File: src/design/lbc_pkg.sv
// shared types, constants and functions for the lilliput block cipher
// s-box, nibble permutations, op codes, sequencer states; no dependencies
package lbc_pkg;

  // input operation codes
  typedef enum logic [1:0] {
    OP_KEY = 2'd0,
    OP_ENC = 2'd1,
    OP_DEC = 2'd2
  } op_t;

  // sequencer states
  typedef enum logic [1:0] {
    ST_IDLE,
    ST_RUN,
    ST_DONE
  } state_t;

  // control for the shared round unit
  typedef struct packed {
    logic dec;
    logic last;
  } round_ctrl_t;

  localparam logic [5:0] ROUNDS_RST = 6'd30;

  localparam logic [3:0] SBOX [16] = '{
    4'h4, 4'h8, 4'h7, 4'h1, 4'h9, 4'h3, 4'h2, 4'hE,
    4'h0, 4'hB, 4'h6, 4'hF, 4'hA, 4'h5, 4'hD, 4'hC
  };

  localparam logic [3:0] PERM_FWD [16] = '{
    4'd13, 4'd9, 4'd14, 4'd8, 4'd10, 4'd11, 4'd12, 4'd15,
    4'd4, 4'd5, 4'd3, 4'd1, 4'd2, 4'd6, 4'd0, 4'd7
  };

  localparam logic [3:0] PERM_BWD [16] = '{
    4'd14, 4'd11, 4'd12, 4'd10, 4'd8, 4'd9, 4'd13, 4'd15,
    4'd3, 4'd1, 4'd4, 4'd5, 4'd6, 4'd0, 4'd2, 4'd7
  };

  // 4-bit s-box lookup
  function automatic logic [3:0] sbox(input logic [3:0] x);
    return SBOX[x];
  endfunction

  // nibble i moves to position p[i]
  function automatic logic [63:0] permute(input logic [63:0] blk, input logic dec);
    logic [63:0] t;
    logic [3:0]  p;
    t = '0;
    for (int i = 0; i < 16; i++) begin
      p = dec ? PERM_BWD[i] : PERM_FWD[i];
      t[4*p +: 4] = blk[4*i +: 4];
    end
    return t;
  endfunction

endpackage

File: src/design/lbc_key_mem.sv
// round key store: one write port, one registered read port
// stand-alone; no package dependency
module lbc_key_mem #(
  parameter int DEPTH = 32,
  parameter int AW    = 5
) (
  input  logic          clk,
  input  logic          wr_en,
  input  logic [AW-1:0] wr_addr,
  input  logic [31:0]   wr_data,
  input  logic          rd_en,
  input  logic [AW-1:0] rd_addr,
  output logic [31:0]   rd_data
);

  logic [31:0] mem [DEPTH];

  // write port
  always_ff @(posedge clk) begin
    if (wr_en) begin
      mem[wr_addr] <= wr_data;
    end
  end

  // registered read port
  always_ff @(posedge clk) begin
    if (rd_en) begin
      rd_data <= mem[rd_addr];
    end
  end

endmodule

File: src/design/lbc_round.sv
// shared round unit: keyed s-box layer, xor layer, optional nibble permutation
// depends on lbc_pkg for the s-box, permutations and control struct
module lbc_round (
  input  logic [63:0]              blk_in,
  input  logic [31:0]              rkey,
  input  lbc_pkg::round_ctrl_t     ctrl,
  output logic [63:0]              blk_out
);

  logic [63:0] nx;

  // nonlinear and linear layers, both from the values before the round
  always_comb begin
    nx = blk_in;
    for (int i = 0; i < 8; i++) begin
      nx[4*(i+8) +: 4] = nx[4*(i+8) +: 4]
                         ^ lbc_pkg::sbox(blk_in[4*(7-i) +: 4] ^ rkey[4*i +: 4]);
    end
    for (int i = 1; i < 8; i++) begin
      nx[63:60] = nx[63:60] ^ blk_in[4*i +: 4];
    end
    for (int i = 9; i < 15; i++) begin
      nx[4*i +: 4] = nx[4*i +: 4] ^ blk_in[31:28];
    end
  end

  // permutation skipped after the last round
  assign blk_out = ctrl.last ? nx : lbc_pkg::permute(nx, ctrl.dec);

endmodule

File: src/design/lilliput_block_cipher.sv
// lilliput 64-bit block cipher top level: sequencer, key store, round unit
// depends on lbc_pkg, lbc_key_mem and lbc_round
// key write: one beat a cycle while idle. encrypt/decrypt: the input beat loads the
// working block, then R rounds run one a cycle through the round unit, each with its
// key read from the registered key store in the cycle before; the result register
// loads once free, and only then is the next beat taken. R = the configured round count
// capped at MAX_ROUNDS. synchronous reset sets R to 30; the key store is not cleared
module lilliput_block_cipher #(
  parameter int MAX_ROUNDS = 32
) (
  input  logic        clk,
  input  logic        rst_n,
  input  logic        cfg_we,
  input  logic [5:0]  cfg_wdata,
  input  logic        in_valid,
  output logic        in_ready,
  input  logic [1:0]  in_op,
  input  logic [63:0] in_block_in,
  input  logic [4:0]  in_key_index,
  input  logic [31:0] in_key_value,
  output logic        out_valid,
  input  logic        out_ready,
  output logic [63:0] out_block_out
);

  localparam int AW = (MAX_ROUNDS > 1) ? $clog2(MAX_ROUNDS) : 1;
  localparam int CW = $clog2(MAX_ROUNDS + 1);

  lbc_pkg::state_t st_r, st_nxt;

  logic [5:0]    rounds_cfg_r;
  logic [63:0]   block_r;
  logic          dec_r;
  logic [CW-1:0] rem_r;
  logic [AW-1:0] ka_r;
  logic          out_valid_r;
  logic [63:0]   out_block_r;

  logic [6:0]    nr_ext, nr_cap, kidx_ext;
  logic [CW-1:0] nr_sat, nr_m1;
  logic          in_acc, start, is_dec, last, out_free, load_out;
  logic          wr_en, rd_en;
  logic [AW-1:0] rd_addr;
  logic [31:0]   rkey;
  logic [63:0]   rnd_out;
  lbc_pkg::round_ctrl_t rctrl;

  // round count register
  always_ff @(posedge clk) begin
    if (!rst_n) begin
      rounds_cfg_r <= lbc_pkg::ROUNDS_RST;
    end else if (cfg_we) begin
      rounds_cfg_r <= cfg_wdata;
    end
  end

  // round count capped at the table depth
  assign nr_ext = {1'b0, rounds_cfg_r};
  assign nr_cap = (nr_ext > 7'(MAX_ROUNDS)) ? 7'(MAX_ROUNDS) : nr_ext;
  assign nr_sat = nr_cap[CW-1:0];
  assign nr_m1  = nr_sat - CW'(1);

  // input beat decode
  assign in_acc   = in_valid && in_ready;
  assign is_dec   = (in_op == lbc_pkg::OP_DEC);
  assign start    = in_acc && ((in_op == lbc_pkg::OP_ENC) || is_dec);
  assign kidx_ext = {2'b00, in_key_index};
  assign wr_en    = in_acc && (in_op == lbc_pkg::OP_KEY) && (kidx_ext < 7'(MAX_ROUNDS));
  assign last     = (rem_r == CW'(1));
  assign out_free = !out_valid_r || out_ready;

  // key read address, one round ahead
  always_comb begin
    priority if (start) begin
      rd_addr = is_dec ? nr_m1[AW-1:0] : '0;
    end else if (last) begin
      rd_addr = ka_r;
    end else if (dec_r) begin
      rd_addr = ka_r - AW'(1);
    end else begin
      rd_addr = ka_r + AW'(1);
    end
  end

  lbc_key_mem #(
    .DEPTH (MAX_ROUNDS),
    .AW    (AW)
  ) u_key_mem (
    .clk     (clk),
    .wr_en   (wr_en),
    .wr_addr (kidx_ext[AW-1:0]),
    .wr_data (in_key_value),
    .rd_en   (rd_en),
    .rd_addr (rd_addr),
    .rd_data (rkey)
  );

  assign rctrl.dec  = dec_r;
  assign rctrl.last = last;

  lbc_round u_round (
    .blk_in  (block_r),
    .rkey    (rkey),
    .ctrl    (rctrl),
    .blk_out (rnd_out)
  );

  // sequencer next state
  always_comb begin
    st_nxt = st_r;
    unique case (st_r)
      lbc_pkg::ST_IDLE: begin
        if (start) begin
          st_nxt = (nr_sat == '0) ? lbc_pkg::ST_DONE : lbc_pkg::ST_RUN;
        end
      end
      lbc_pkg::ST_RUN: begin
        if (last) begin
          st_nxt = lbc_pkg::ST_DONE;
        end
      end
      lbc_pkg::ST_DONE: begin
        if (out_free) begin
          st_nxt = lbc_pkg::ST_IDLE;
        end
      end
      default: st_nxt = lbc_pkg::ST_IDLE;
    endcase
  end

  // sequencer outputs
  always_comb begin
    in_ready = (st_r == lbc_pkg::ST_IDLE);
    rd_en    = start || (st_r == lbc_pkg::ST_RUN);
    load_out = (st_r == lbc_pkg::ST_DONE) && out_free;
  end

  always_ff @(posedge clk) begin
    if (!rst_n) begin
      st_r <= lbc_pkg::ST_IDLE;
    end else begin
      st_r <= st_nxt;
    end
  end

  // round counter and key address
  always_ff @(posedge clk) begin
    if (!rst_n) begin
      rem_r <= '0;
      ka_r  <= '0;
      dec_r <= 1'b0;
    end else if (start) begin
      rem_r <= nr_sat;
      ka_r  <= rd_addr;
      dec_r <= is_dec;
    end else if (st_r == lbc_pkg::ST_RUN) begin
      rem_r <= rem_r - CW'(1);
      ka_r  <= rd_addr;
    end
  end

  // working block
  always_ff @(posedge clk) begin
    if (start) begin
      block_r <= in_block_in;
    end else if (st_r == lbc_pkg::ST_RUN) begin
      block_r <= rnd_out;
    end
  end

  // result register
  always_ff @(posedge clk) begin
    if (!rst_n) begin
      out_valid_r <= 1'b0;
    end else if (load_out) begin
      out_valid_r <= 1'b1;
    end else if (out_ready) begin
      out_valid_r <= 1'b0;
    end
  end

  always_ff @(posedge clk) begin
    if (load_out) begin
      out_block_r <= block_r;
    end
  end

  assign out_valid     = out_valid_r;
  assign out_block_out = out_block_r;

endmodule

File: config.mk
export PLATFORM = sky130hd
export DESIGN_NAME = lilliput_block_cipher
export DESIGN_NICKNAME = d
export VERILOG_FILES = /design/src/design/lbc_pkg.sv /design/src/design/lbc_key_mem.sv /design/src/design/lbc_round.sv /design/src/design/lilliput_block_cipher.sv
export SDC_FILE = /design/constraint.sdc
export NUM_CORES = 2
export LEC_CHECK = 0
export BUFFER_PORTS_ARGS = -buffer_cell sky130_fd_sc_hd__buf_2
export CORE_MARGIN = 1
export CORE_UTILIZATION = 40
export DETAILED_ROUTE_END_ITERATION = 6
export GPL_TIMING_DRIVEN = 0
export PLACE_DENSITY = 0.56
export SYNTH_ARGS = -nofsm -noshare
export SYNTH_HDL_FRONTEND = slang
export SYNTH_SLANG_ARGS = --single-unit
File: constraint.sdc
create_clock -name clk -period 8.65 [get_ports clk]
set_input_delay 0.4325 -clock clk [delete_from_list [all_inputs] [get_ports clk]]
set_output_delay 0.4325 -clock clk [all_outputs]
set_load 0.01 [all_outputs]
Word-level counts from Yosys, hierarchy flattened
Memories as Yosys holds them, arrays and structs flattened. A register that Yosys moved wholly into a read port is not among the register bits.
Cells that the tools add are included.
{ "classes": {"add_sub_neg": 18, "mul": 0, "div": 0, "order_cmp": 10, "n_eq_ne": 9, "n_shift": 28, "n_mux": 64, "n_bitwise": 38, "reduce_logical": 16} }
{ "ops": {"columns": ["op", "n"], "rows": [
  ["variable shift 4 x 34 -> 64 bit (first input constant)", 14],
  ["indexed part select 4 x 34 -> 64 bit", 14],
  ["bitwise mux 64 bit", 13],
  ["negator 6 -> 34 bit", 13],
  ["two-way mux 64 bit", 3],
  ["XOR 4 bit", 29],
  ["bitwise AND 64 bit", 1],
  ["two-way mux 4 bit", 16],
  [">= comparator 5 bit (second input constant)", 8],
  ["inverter 4 -> 5 bit", 8],
  ["negator 4 -> 34 bit", 1],
  ["two-way mux 5 bit", 6],
  ["two-way mux 2 bit", 11],
  ["two-way mux 3 bit", 6],
  ["two-way mux 6 bit", 3],
  ["subtractor 5 x 1 -> 5 bit (second input constant)", 2],
  ["== test 6 x 1 -> 1 bit (second input constant)", 1],
  ["greater-than comparator 6 bit (second input constant)", 1],
  ["logical NOT 6 bit", 1],
  ["< comparator 5 x 6 -> 1 bit (second input constant)", 1],
  ["!= test 2 bit (second input constant)", 3],
  ["one-hot mux 2 bit (3 select lines)", 1],
  ["subtractor 6 x 1 -> 6 bit (second input constant)", 1],
  ["adder 5 x 1 -> 5 bit (second input constant)", 1],
  ["11 further kinds", 25]
]} }
{ "word_totals": {"regBits": 149, "latch_bits": 0, "ram_bits": 1024, "mem_bits_ro": 512, "in_bits": 114, "out_inout_bits": 66, "elab_cells": 201, "mem_count": 9} }
{ "mem_list": {"columns": ["memory", "words", "word_bits", "rd", "rd_ports_with_merged_regs", "wr", "line", "source"], "rows": [
  ["u_key_mem.mem", 32, 32, 1, 1, 1, "lbc_key_mem.sv:16", "logic [31:0] mem [DEPTH];"],
  ["(no name shown)", 16, 4, 1, 0, 0, "lbc_pkg.sv:44", "return SBOX[x];"],
  ["(no name shown)", 16, 4, 1, 0, 0, "lbc_pkg.sv:44", null],
  ["(no name shown)", 16, 4, 1, 0, 0, "lbc_pkg.sv:44", null],
  ["(no name shown)", 16, 4, 1, 0, 0, "lbc_pkg.sv:44", null],
  ["(no name shown)", 16, 4, 1, 0, 0, "lbc_pkg.sv:44", null],
  ["+3 memories", null, null, null, null, null, null, null]
]} }

Depth between registers and ports, before layout
{ "logic_depth": {"depth_word": 20, "mapped_depth": 13} }

Hierarchy
Synthesis repeated with hierarchy kept, for this count alone.
{ "hier_totals": {"cells_unflattened": 3211, "area_unflattened_um2": 50692.4} }
{ "modules_own_cells": {"columns": ["mod", "instances", "cells_per_inst", "area_per_inst_um2"], "rows": [
  ["lbc_key_mem", 1, 2260, 40805.4],
  ["lilliput_block_cipher", 1, 501, 6024.5],
  ["lbc_round", 1, 450, 3862.5]
]} }

Worst setup path before layout
OpenSTA, ideal clock, no wires.
{ "synth_timing": {"path_type": "in2reg", "startpoint": "input out_ready", "endpoint": "register out_block_r[0], in the netlist out_block_out[0], enable pin", "setup_time_ps": 494, "arrival_ps": 3415, "t_required_ps": 8156, "setup_slack_ps": 4742, "stages": 2, "path_buffers": 0, "cell_sequence": "nand2b_1 -> nor2b_1"} }
{ "synth_via": {"elab_chain_len": 2} }
{ "synth_lines": {"columns": ["element", "line", "source"], "rows": [
  ["start: declaration", "lilliput_block_cipher.sv:22", "input logic out_ready,"],
  ["logical OR 1 bit", "lilliput_block_cipher.sv:70", "assign out_free = !out_valid_r || out_ready;"],
  ["logical AND 1 bit", "lilliput_block_cipher.sv:135", "load_out = (st_r == lbc_pkg::ST_DONE) && out_free;"],
  ["named net load_out", "lilliput_block_cipher.sv:41", "logic in_acc, start, is_dec, last, out_free, load_out;"],
  ["end signal: assignment", "lilliput_block_cipher.sv:184", "out_block_r <= block_r;"],
  ["end: declaration", "lilliput_block_cipher.sv:37", "logic [63:0] out_block_r;"]
]} }
The timed path passes the listed nets, and every way through them passes these cells.
A chain may end at the register's enable or synchronous reset.

Worst setup path after layout
{ "layout_timing": {"startpoint": "register st_r[0]", "endpoint": "register u_key_mem.rd_data[8] (read register of u_key_mem.mem), data pin"} }
{ "layout_via": {"elab_chain_len": 4} }
{ "layout_lines": {"columns": ["element", "line", "source"], "rows": [
  ["start: declaration", "lilliput_block_cipher.sv:29", "lbc_pkg::state_t st_r, st_nxt;"],
  ["start signal: assignment", "lilliput_block_cipher.sv:140", "st_r <= lbc_pkg::ST_IDLE;"],
  ["start signal: assignment", "lilliput_block_cipher.sv:142", "st_r <= st_nxt;"],
  ["logical NOT 2 bit", "lilliput_block_cipher.sv:133", "in_ready = (st_r == lbc_pkg::ST_IDLE);"],
  ["logical AND 1 bit", "lilliput_block_cipher.sv:64", "assign in_acc = in_valid && in_ready;"],
  ["logical AND 1 bit", "lilliput_block_cipher.sv:66", "assign start = in_acc && ((in_op == lbc_pkg::OP_ENC) || is_dec);"],
  ["two-way mux 5 bit or logical OR 1 bit (tied branches)", "lilliput_block_cipher.sv:74, lilliput_block_cipher.sv:134", null],
  ["end: declaration", "lbc_key_mem.sv:13", "output logic [31:0] rd_data"]
]} }
Several ways; a longest one is shown, not always the timed one.

==> Flow_metrics.wiki <==
{| class="wikitable"
! Metric !! Value
|-
| Starting density of the core || 0.4036
|-
| Kind of start point of the critical path || register
|-
| Sequential cell area || 35970 sq um
|-
| Logic depth of the worst setup path including buffers || 8
|-
| Area occupied by multi-input gates || ~14000 sq um
|-
| Remaining max-slew budget at the tightest pin || 0.1420
|-
| Critical Path End Type || register
|-
| Area added between synthesis and finish || 18.13%
|-
| Largest delay share family, worst path || simple AND/OR/NAND/NOR gates
|-
| Die ar. || 128100 sq um
|-
| Half-perimeter wire length after detailed placement || 109.1 mm
|-
| Die height || between 300 and 400 microns
|-
| Predominant post-synthesis flop cell || sky130_fd_sc_hd__edfxtp_1
|-
| Fillcell total || roughly 11000
|-
| Delay contributed by the slowest stage of the critical path || 920 ps
|-
| Unrepaired setup endpoints after global routing || false
|-
| Vias in the first global route || 29920
|-
| Post-layout util || 0.4767
|-
| Run status || finished, final reports clean
|-
| Total CTS buffers || 135
|-
| Pint || 12190 uW
|-
| Clock tree from TritonCTS || done
|-
| Die X || 357.9 microns
|-
| Total nets after synthesis || 3596
|-
| Clock Power Share || 0.303
|-
| Share of cells above drive strength 1 || 0.1514
|-
| Part of the power in combinational logic || 0.309
|-
| Weighted congestion reported at the end of routability-driven placement || about 0.88
|-
| Area post-placement || about 55000 sq um
|-
| Distinct cell type count of the synthesized netlist || 66
|-
| Count of cells along the worst register-to-register path || 8
|-
| First-pass GRT wire length || about 220 mm
|-
| Total Nets Final || a little over 4000
|-
| Hold Crit Depth || 3
|-
| Proportion of power drawn by flip-flops and latches || 0.388
|-
| Final Cycle Share || 0.5326
|-
| Slowest stage cell on the critical path || sky130_fd_sc_hd__nor3_2
|-
| Top cell type by total area after synthesis || sky130_fd_sc_hd__edfxtp_1
|-
| Average instance area after synthesis || 14.77 sq um
|-
| Hold Vio Cnt, Final || 0
|-
| Cell repeated most along the worst path || sky130_fd_sc_hd__clkbuf_1
|-
| Routed vias || around 31000
|-
| Worst hold-check path type || in2reg
|-
| Switching part of the total power || 0.3358
|-
| Standard-cell rows || between 100 and 150
|-
| Average wire per standard cell || 28.16 microns
|-
| Core area || between 100000 and 150000 sq um
|-
| Largest net degree at the start of global routing || 47
|-
| Sequential-to-total area share from yosys stat || 0.7099
|-
| Most frequently used cell type in the post-synthesis netlist || sky130_fd_sc_hd__edfxtp_1
|-
| Maximum number of buffers from clock root to sink || 3
|-
| Final global-route overflow total || 0
|-
| Top fanout value on the critical path || 10
|-
| Clock transition at the register clock pins on the worst setup and hold paths after CTS || around 60 ps
|-
| Synthesized cell area || ~51000 sq um
|-
| Via density || 5.573
|-
| CTS Root Cell || sky130_fd_sc_hd__clkbuf_16
|-
| Fmax || 0.2170 GHz
|-
| Worst-Margin Slew || approximately 1300 ps
|-
| Number of enable flip-flop cells after synthesis || 1184
|-
| Number of I/O port buffers || 178
|-
| Final count of negative-setup-slack endpoints || 0
|-
| Total I/O pin count || between 150 and 200
|-
| Number of nets with antenna violations after detailed routing || 0
|-
| Overall track demand over capacity in global routing || 0.2453
|-
| Cells after Synth || 3432
|-
| Total negative slack for setup checks || 0 ps
|-
| Most numerous cell types in the synthesized netlist || sky130_fd_sc_hd__edfxtp_1 (1184), sky130_fd_sc_hd__nand2_1 (588), sky130_fd_sc_hd__mux2i_1 (434), sky130_fd_sc_hd__nand3_1 (264), sky130_fd_sc_hd__a32oi_1 (128)
|-
| Fraction of synthesis flops using an asynchronous set or reset pin || 0
|-
| Combined buffer and inverter count along the critical path || 3
|-
| Depth of the CTS H-tree || 4
|-
| Number of post-CTS setup repair buffers || 0
|-
| Router iterations before antenna repair || 7
|-
| Detailed Route WL || between 150 and 200 mm
|-
| Source-to-sink clock delay at the later pin of the worst-skew pair || between 700 and 800 ps
|-
| Type of the worst setup path || reg2reg
|-
| Final Max Tran Viols || 0
|-
| Clock tree skew after final layout || ~28 ps
|-
| Area share of the leading cell type in the synthesized netlist || 0.7016
|-
| Residual DRC || 0
|-
| Yosys warns || 0
|-
| Power density over the cells || roughly 310 nW/um^2
|-
| Worst vdd ir || around 0.21 mV
|-
| Series of cell instances along the critical path || and4bb_2 -> buf_4 -> clkbuf_1 -> o22ai_1 -> nor3_2 -> clkbuf_1 -> a32oi_1 -> nand4_1
|-
| Data required time at the worst endpoint || about 9000 ps
|-
| Post-layout minimum cycle time || approximately 4600 ps
|-
| Violation count after the first detailed-route iteration || roughly 3400
|-
| Final instance area || between 50000 and 60000 sq um
|-
| Initial antenna violation count || 16
|-
| Endpoint arrival time on the critical path || between 5000 and 6000 ps
|-
| Switching power summed over all nets || between 6000 and 7000 uW
|-
| Number of violations of the max-capacitance limit || 0
|-
| Clock tree sinks || approximately 1200
|-
| Leak Pwr || about 0.021 uW
|-
| Main area contributors after synthesis || sky130_fd_sc_hd__edfxtp_1 (70%), sky130_fd_sc_hd__mux2i_1 (8.6%), sky130_fd_sc_hd__nand2_1 (4.4%)
|-
| Number of storage elements in the synthesis netlist || 1205
|}
layout by cell type, fill, tap and decap left out, types with 70 or more instances in the layout:
cell,synthesis,layout
sky130_fd_sc_hd__buf_2,61,239
sky130_fd_sc_hd__nand2_1,588,588
sky130_fd_sc_hd__xnor2_1,98,98
sky130_fd_sc_hd__a32oi_1,128,128
sky130_fd_sc_hd__nand3_1,264,264
sky130_fd_sc_hd__clkbuf_16,0,139
sky130_fd_sc_hd__nor2_1,98,70
sky130_fd_sc_hd__clkbuf_1,81,109
sky130_fd_sc_hd__edfxtp_1,1184,1184
sky130_fd_sc_hd__mux2i_1,434,434
metal layers:
layer | track usage | share of wire | vias to the layer above
li1 | - | - | 13840
met1 | 0.3192 | 0.41 | 15690
met2 | 0.4031 | 0.48 | 1514
met3 | 0.04952 | 0.083 | 267
met4 | 0.09557 | 0.034 | 2
met5 | 0 | 0.000051 | -
area by class of cell:
| class | count | area share |
|---|---|---|
| Antenna cell | 6 | 0.0002508 |
| Buffer | 199 | 0.02000 |
| Clock buffer | 168 | 0.05992 |
| Clock inverter | 65 | 0.01074 |
| Inverter | 44 | 0.002759 |
| Multi-Input combinational cell | 1984 | 0.2271 |
| Sequential cell | 1205 | 0.6010 |
| Tap cell | 1650 | 0.03449 |
| Timing Repair Buffer | 298 | 0.04375 |
logic make-up (layout without fill, tap and decap cells):
group | Yosys count | in the layout | share of synthesized area
flip-flops | 1205 | 1205 | 0.7099
AND/OR/NAND/NOR | 1039 | 1039 | 0.08935
multiplexers | 471 | 471 | 0.09750
AO/OA/AOI/OAI | 297 | 297 | 0.04200
buffers and inverters | 243 | 774 | 0.02681
XOR/XNOR | 127 | 127 | 0.02195
adder cells (fa/ha/maj) | 50 | 50 | 0.01249
other | 0 | 6 | 0
final timing paths:
check	slack, ps	to	start
max reg2reg	4040	u_key_mem.rd_data[8]$_DFFE_PP_	st_r[0]$_SDFFE_PN0P_
max	4040	u_key_mem.rd_data[8]$_DFFE_PP_	st_r[0]$_SDFFE_PN0P_
min	30	block_r[16]$_DFFE_PP_	in_block_in[16]
min reg2reg	450	out_block_out[31]$_DFFE_PP_	block_r[31]$_DFFE_PP_
power by group through the flow:
stage	sequential (uW)	combinational (uW)	clock, uW
after floorplan	7070	3770	0
after global placement	7240	5510	0
after detailed placement	7240	5580	0
after CTS	7110	5630	5620
after global routing	7120	6070	5840
final	7120	5660	5570
worst min-delay path: stages:
cell,delay (ps)
sky130_fd_sc_hd__buf_2,120
sky130_fd_sc_hd__nand2_1,50
sky130_fd_sc_hd__o21ai_0,70
repair_timing:
item,in CTS,in global routing
hold endpoints to repair,71,0
hold buffers,68,0
gates resized for setup,0,0
flip-flops by register name, indices dropped and copies added (netlist names):
signal and count:
u_key_mem.mem 1024, st_r 2, u_key_mem.rd_data 32, rem_r 6, rounds_cfg_r 6, dec_r 1
ka_r 5, out_valid 1, out_block_out 64, block_r 64
through the flow:
step / hold slack [ps] / setup WS (ps) / power (uW) / instances
6_report: 30.84 / 4043 / 18350 / 5619
2_1_floorplan: 420.6 / 4742 / 10850 / 3432
3_5_place_dp: 431.6 / 3831 / 12820 / 5312
3_3_place_gp: 424.2 / 507.9 / 12750 / 5260
4_1_cts: 11.17 / 4258 / 18360 / 5613
5_1_grt: 42.15 / 3970 / 19040 / 5616
No activity file was read; power rests on OpenSTA's default activity.
